<file path="config.mk">
export PLATFORM = sky130hd
export DESIGN_NAME = smx_topk_front
export DESIGN_NICKNAME = d
export VERILOG_FILES = /design/src/sv/softmax_top_k_select_top_macros.svh /design/src/sv/smx_topk_pkg.sv /design/src/sv/smx_topk_front.sv
export SDC_FILE = /design/constraint.sdc
export NUM_CORES = 1
export LEC_CHECK = 0
export BUFFER_PORTS_ARGS = -buffer_cell sky130_fd_sc_hd__buf_2
export CORE_MARGIN = 5
export CORE_UTILIZATION = 45
export DETAILED_ROUTE_END_ITERATION = 12
export GPL_TIMING_DRIVEN = 0
export HOLD_SLACK_MARGIN = 0.02
export PLACE_DENSITY = 0.75
export SYNTH_ARGS = -nofsm -noshare
export SYNTH_HDL_FRONTEND = slang
export SYNTH_SLANG_ARGS = --single-unit
</file>
<file path="constraint.sdc">
create_clock -name clock -period 3.05 [get_ports clock]
set_input_delay 0.61 -clock clock [delete_from_list [all_inputs] [get_ports clock]]
set_output_delay 0.61 -clock clock [all_outputs]
set_load 0.02 [all_outputs]
</file>
<file path="src/sv/softmax_top_k_select_top_macros.svh">
// Assertion macros for the top-k softmax block.
// Used by softmax_top_k_select_top; no other dependencies.
`ifndef SOFTMAX_TOP_K_SELECT_TOP_MACROS_SVH
`define SOFTMAX_TOP_K_SELECT_TOP_MACROS_SVH
`ifndef SYNTHESIS
`define SMX_ASSERT_IMPL(label, clk, rst, antecedent, consequent, msg) \
   label: assert property (@(posedge clk) disable iff (rst) (antecedent) |-> (consequent)) \
      else $error(msg);
`define SMX_ASSERT_NEXT(label, clk, rst, antecedent, consequent, msg) \
   label: assert property (@(posedge clk) disable iff (rst) (antecedent) |=> (consequent)) \
      else $error(msg);
`else
`define SMX_ASSERT_IMPL(label, clk, rst, antecedent, consequent, msg)
`define SMX_ASSERT_NEXT(label, clk, rst, antecedent, consequent, msg)
`endif
`endif

</file>
<file path="src/sv/smx_topk_pkg.sv">
// Package for the top-k softmax block: widths, exp tables and shared types.
// Used by every module of the block but smx_topk_ram; depends on nothing.
package smx_topk_pkg;
   localparam int MaxClassesDefault = 1024;
   localparam int MaxTopDefault     = 8;
   localparam int TopCountReset     = 5;
   localparam int ScoreWidth        = 16;
   localparam int IndexWidth        = 10;
   localparam int ProbWidth         = 16;
   localparam int TopWidth          = 4;
   localparam int ExpWidth          = 17;

   // Request handed from the front part to the back part.
   typedef struct packed {
      logic                         store;  // score is within capacity
      logic                         last;
      logic signed [ScoreWidth-1:0] score;
   } smx_req_type;

   typedef enum logic [2:0] {
      ST_IDLE,
      ST_SUM_RD,
      ST_DIV_SETUP,
      ST_DIV_RUN,
      ST_EMIT
   } smx_state_type;

   function automatic logic [16:0] exp_int(input logic [3:0] i);
      logic [16:0] v;
      begin
         case (i)
            4'd0: v = 17'd65536;  4'd1: v = 17'd24109;  4'd2: v = 17'd8869;
            4'd3: v = 17'd3263;   4'd4: v = 17'd1200;   4'd5: v = 17'd442;
            4'd6: v = 17'd162;    4'd7: v = 17'd60;     4'd8: v = 17'd22;
            4'd9: v = 17'd8;      4'd10: v = 17'd3;     4'd11: v = 17'd1;
            default: v = 17'd0;
         endcase
         return v;
      end
   endfunction

   function automatic logic [16:0] exp_hi(input logic [3:0] h);
      logic [16:0] v;
      begin
         case (h)
            4'd0: v = 17'd65536;  4'd1: v = 17'd61565;  4'd2: v = 17'd57835;
            4'd3: v = 17'd54331;  4'd4: v = 17'd51039;  4'd5: v = 17'd47947;
            4'd6: v = 17'd45042;  4'd7: v = 17'd42313;  4'd8: v = 17'd39750;
            4'd9: v = 17'd37341;  4'd10: v = 17'd35079; 4'd11: v = 17'd32954;
            4'd12: v = 17'd30957; 4'd13: v = 17'd29081; 4'd14: v = 17'd27319;
            default: v = 17'd25664;
         endcase
         return v;
      end
   endfunction

   function automatic logic [16:0] exp_lo(input logic [3:0] l);
      logic [16:0] v;
      begin
         case (l)
            4'd0: v = 17'd65536;  4'd1: v = 17'd65280;  4'd2: v = 17'd65026;
            4'd3: v = 17'd64772;  4'd4: v = 17'd64520;  4'd5: v = 17'd64268;
            4'd6: v = 17'd64018;  4'd7: v = 17'd63768;  4'd8: v = 17'd63520;
            4'd9: v = 17'd63272;  4'd10: v = 17'd63025; 4'd11: v = 17'd62780;
            4'd12: v = 17'd62535; 4'd13: v = 17'd62291; 4'd14: v = 17'd62048;
            default: v = 17'd61806;
         endcase
         return v;
      end
   endfunction
endpackage

</file>
<file path="src/sv/smx_topk_front.sv">
// Front part: accepts score requests, tracks capacity, pushes them into a queue.
// Depends on smx_topk_pkg.
module smx_topk_front
   import smx_topk_pkg::*;
#(
   parameter int MaxClasses = MaxClassesDefault,
   parameter int QDepth     = 4
) (
   input  logic                         clock,
   input  logic                         reset,
   input  logic                         start,
   input  logic signed [ScoreWidth-1:0] logit,
   input  logic                         last,
   output logic                         full,
   input  logic                         pop,
   output logic                         q_valid,
   output smx_req_type                  q_head
);
   localparam int CntW = $clog2(MaxClasses + 1);
   localparam int QaW  = $clog2(QDepth);

   smx_req_type      q_ff [QDepth];
   logic [QaW-1:0]   wp_ff, wp_in, rp_ff, rp_in;
   logic [QaW:0]     cnt_ff, cnt_in;
   logic [CntW-1:0]  seen_ff, seen_in;
   logic             push;

   assign full    = (cnt_ff == (QaW+1)'(QDepth));
   assign push    = start && !full;
   assign q_valid = (cnt_ff != '0);
   assign q_head  = q_ff[rp_ff];

   always_comb begin
      wp_in   = push ? wp_ff + 1'b1 : wp_ff;
      rp_in   = pop ? rp_ff + 1'b1 : rp_ff;
      cnt_in  = cnt_ff + (QaW+1)'(push) - (QaW+1)'(pop);
      seen_in = seen_ff;
      if (push) begin
         if (last) begin
            seen_in = '0;
         end else if (seen_ff != CntW'(MaxClasses)) begin
            seen_in = seen_ff + 1'b1;
         end
      end
   end

   always_ff @(posedge clock) begin
      if (reset) begin
         wp_ff   <= '0;
         rp_ff   <= '0;
         cnt_ff  <= '0;
         seen_ff <= '0;
      end else begin
         wp_ff   <= wp_in;
         rp_ff   <= rp_in;
         cnt_ff  <= cnt_in;
         seen_ff <= seen_in;
      end
      if (push) begin
         q_ff[wp_ff].store <= (seen_ff != CntW'(MaxClasses));
         q_ff[wp_ff].last  <= last;
         q_ff[wp_ff].score <= logit;
      end
   end
endmodule

</file>
; After elaboration in Yosys (flattened, before gate mapping)
; Memory sizes are Yosys's and may differ from the RTL's. A register that Yosys moved wholly into a read port is not among the register bits.
; Cells that the tools add are included.
[word_totals]
reg_bits = 18
ramBits = 72
elab_cells = 23
memories = 1
[memory_table]
columns = memory, words, word_bits, read_ports, rd_ports_with_merged_regs, wr, line_no
row1 = q_ff, 4, 18, 1, 1, 1, smx_topk_front.sv:22  ; smx_req_type q_ff [QDepth];
[op_classes]
n_addsub = 5
eq_ne = 2
muxes = 6
n_reduce_logical = 5
[ops]
columns = cell, n
row1 = $mux W11, 2
row2 = $add A11 B1 Y11 const B, 1
row3 = $ne A11 B11 Y1 const B, 1
row4 = $add A2 B1 Y2 const B, 2
row5 = $mux W2, 2
row6 = $add A3 B1 Y3, 1
row7 = $eq A3 B3 Y1 const B, 1
row8 = $reduce_bool A3 Y1, 1
row9 = $sub A3 B1 Y3, 1
row10 = $mux W1, 2
row11 = $reduce_and A2 Y1, 1
row12 = $reduce_bool A2 Y1, 1
row13 = $logic_and A1 B1 Y1, 1
row14 = $logic_not A1 Y1, 1

; Longest topological paths before layout
[logic_depth]
depth_word = 5
ltp_mapped = 12
mapped_depth_nobuf = 10

; Least setup slack after synthesis
; No wires, ideal clock.
[synth_path]
path_type = register to register
start = register cnt_ff[2]
end = register cnt_ff[2]
setup_time_ps = 128
arrival_time_ps = 2181
required_time_ps = 2922
path_slack_ps = 742
stages_incl_launch_ff = 13
n_path_buf = 2
period_less_slack_ps = 2308
path_cell_list = dfxtp_1 > or3b_1 > buf_6 > and2_4 > inv_2 > buf_6 > ha_1 > inv_1 > ha_1 > fa_1 > xnor2_1 > xnor2_1 > nor2_1
[synth_via]
elab_chain_len = 5
[synth_rtl]
columns = item, line_no
row1 = start: declaration, smx_topk_front.sv:24  ; logic [QaW:0] cnt_ff, cnt_in;
row2 = start signal: assignment, smx_topk_front.sv:56  ; cnt_ff <= cnt_in;
row3 = $eq A3 B3 Y1, smx_topk_front.sv:28  ; assign full = (cnt_ff == (QaW+1)'(QDepth));
row4 = $logic_not A1 Y1, smx_topk_front.sv:29  ; assign push = start && !full;
row5 = $logic_and A1 B1 Y1, smx_topk_front.sv:29
row6 = $add A3 B1 Y3 *, smx_topk_front.sv:36  ; cnt_in = cnt_ff + (QaW+1)'(push) - (QaW+1)'(pop);
row7 = $sub A3 B1 Y3 *, smx_topk_front.sv:36
; Every way passes the cells marked *; elsewhere a longest branch is shown, timed or not.
; A chain may end at the register's enable or synchronous reset.

==> flow_summary.toml <==
[timing]
fin_worst_skew_ns = 0.0122
min_period_over_period = 0.929
fin_crit_ns = 2.83
fmax_mhz = 353
setup_tns_ns = 0
maxSlewHeadroom = 0.594
slew_viol_final = 0
worst_pin_slew_ns = 0.610
finalHoldViolations = 0
grt_setup_unrepaired = "false"
hold_ws_ns = 0.474
finalSetupViolCount = 0

[detailed_routing]
viasPerCell = 5.35
final_antenna_net_count = 0
drt_iter0_drc = 77
drc = 0
drt-total-wl_um = 6220
first_pass_iters = 4
vias = 2028
routedWlPerCell_um = 16.4

[floorplan]
die_h_um = 101
pin_count = 41
core_mm2 = 0.00809
dieArea_mm2 = 0.0101
die_w_um = 101
initial_core_util = 0.456
rows = 33

[power]
power_mw = 2.91
power.density_mw_per_mm2 = 687
vdd_drop_max_uv = 396
total_leakage_power_nw = 1.44

[setup_path]
path_class = "reg -> out"
start_kind = "flip-flop"
endpoint_kind = "primary output"
cp_max_fo = 10
critPathTopFamily = "buffers and inverters"
critPathBufInv = 3
slowest_stage = "clkbuf_1"
cp.arrival_ns = 2.22
critPathMaxStageDelay_ns = 0.54
cp.required_ns = 2.44
reg2reg_from = "cnt_ff[2]"
cp_cell_sequence = "buf_1, clkbuf_1, mux4_2, buf_2"

[synthesis]
synth_cell_types = 42
netlist_top_cells_area = "edfxtp_1 59%, mux4_2 11%, dfxtp_1 11%"
synth_nets = 249
synthArstFlopShare = 0
synth_top_area_share = 0.586
synth-seq-cells = 92
seq_area_frac_synth = 0.695
syn_area_mm2 = 0.00369
synth_edf_count = 72
synth.avg_cell_area_um2 = 16.8
yosysTopAreaCell = "edfxtp_1"
synth_ff_type = "edfxtp_1"
yosysMostFrequentCell = "edfxtp_1"
ys_warn_count = 0
synthCells = 219
synth_common_cells = "72 x edfxtp_1, 20 x dfxtp_1, 18 x mux4_2"

[global_route]
grt_max_degree = 19
track_usage = 0.132
antenna_found_initial = 0
grt_pass1_vias = 2008
gr-total-overflow = 0
grt_pass1_wl_um = 10000

[place]
placed_cell_area_mm2 = 0.00402
hpwlAfterDp_um = 4250
place_congestion = 0.844
portBuffers = 40

[clock_network]
numClockSinks = 92
clk_latency_ns = 0.35
postCtsHoldBufs = 0
cts_root_buf = "clkbuf_8"
clkTransAtPathRegs_ns = 0.09
cts_resized = 0
cts_tree = "done"
cts_buffers = 9
htree_levels = 3
postCtsSetupRepairBufs = 0
clk_path_buf_depth = 2

[layout]
finalNetCount = 300
multi_input_area_mm2 = 0.00103
utilization = 0.523
n_fill_cell = 691
antenna_cells = 0
area_growth_pct = 14.8
postLayoutCellArea_mm2 = 0.00423
seq_area_mm2 = 0.00256
drive_gt1_frac = 0.325

[run_status]
status = "complete, no violations"

[min_path]
hp-class = "in -> reg"
min-delay-start = "logit[11]"

[flow_run]
max-cap-violations = 0
==> cell families after synthesis <==
kind of cell | Yosys count | synth area share
DFF | 92 | 0.695
and+or+nand+nor | 52 | 0.0838
AOI/OAI and AO/OA | 22 | 0.0400
buffers and inverters | 21 | 0.0268
muxes | 18 | 0.110
adders and majority gates | 9 | 0.0326
xor gates and xnor gates | 5 | 0.0119
==> stage by stage <==
step                instances  setup slack (ns)
global placement          364             0.574
floorplan                 219             0.742
finish                    379             0.217
detailed placement        364             0.546
CTS                       379             0.148
global route              379            0.0990
==> registers in the layout (all words and copies together) (netlist names), named ones only <==
name and cells:
cnt_ff 3, seen_ff 11, rp_ff 2, wp_ff 2
q_ff 72
==> final timing paths <==
path,cells after the start,slack [ns],to
min,1,0.47,q_ff[2][11]
max reg2reg,12,0.56,cnt_ff[2]
max,4,0.22,q_head[10]
min reg2reg,2,0.50,wp_ff[1]
==> power breakdown <==
group          switching [mW]  internal (mW)  total [mW]  leakage, nW
Combinational           0.304          0.218       0.523        0.527
Sequential             0.0405           1.48        1.52        0.809
Clock                   0.402          0.458       0.860        0.105
==> worst register-to-register path: stages, from the launching register on <==
cell     delay [ns]
dfxtp_1        0.37
or3b_1         0.38
buf_6          0.15
and2_4         0.18
inv_2          0.09
buf_6          0.14
ha_1           0.12
inv_1          0.04
ha_1           0.18
fa_1           0.38
xnor2_1        0.17
xnor2_1        0.13
nor2_1         0.05
==> area by class of cell <==
class,count,area share
sequential,92,0.605
multi-input combinational,106,0.242
timing repair buffer,40,0.0473
tap,105,0.0310
clock buffer,9,0.0293
clock inverter,6,0.0213
buffer,11,0.0145
inverter,10,0.00887
==> placed cells by master, fill, tap and decap left out, types with 5 or more instances in the layout <==
master / Yosys / routed
a21oi_1: 5 / 5
a31oi_1: 6 / 6
nor2_1: 11 / 11
buf_2: 4 / 44
mux4_2: 18 / 18
dfxtp_1: 20 / 20
inv_1: 9 / 9
nand2_1: 7 / 7
ha_1: 8 / 8
clkbuf_8: 0 / 9
edfxtp_1: 72 / 72
==> per-layer routing <==
| layer | global-route usage | vias up | part of all wire |
|---|---|---|---|
| li1 | - | 957 | - |
| met1 | 0.169 | 1016 | 0.45 |
| met2 | 0.216 | 46 | 0.50 |
| met3 | 0.0374 | 9 | 0.045 |
| met4 | 0.0466 | 0 | 0.011 |
| met5 | 0 | - | 0 |
Power figures use the tool's default switching activity.
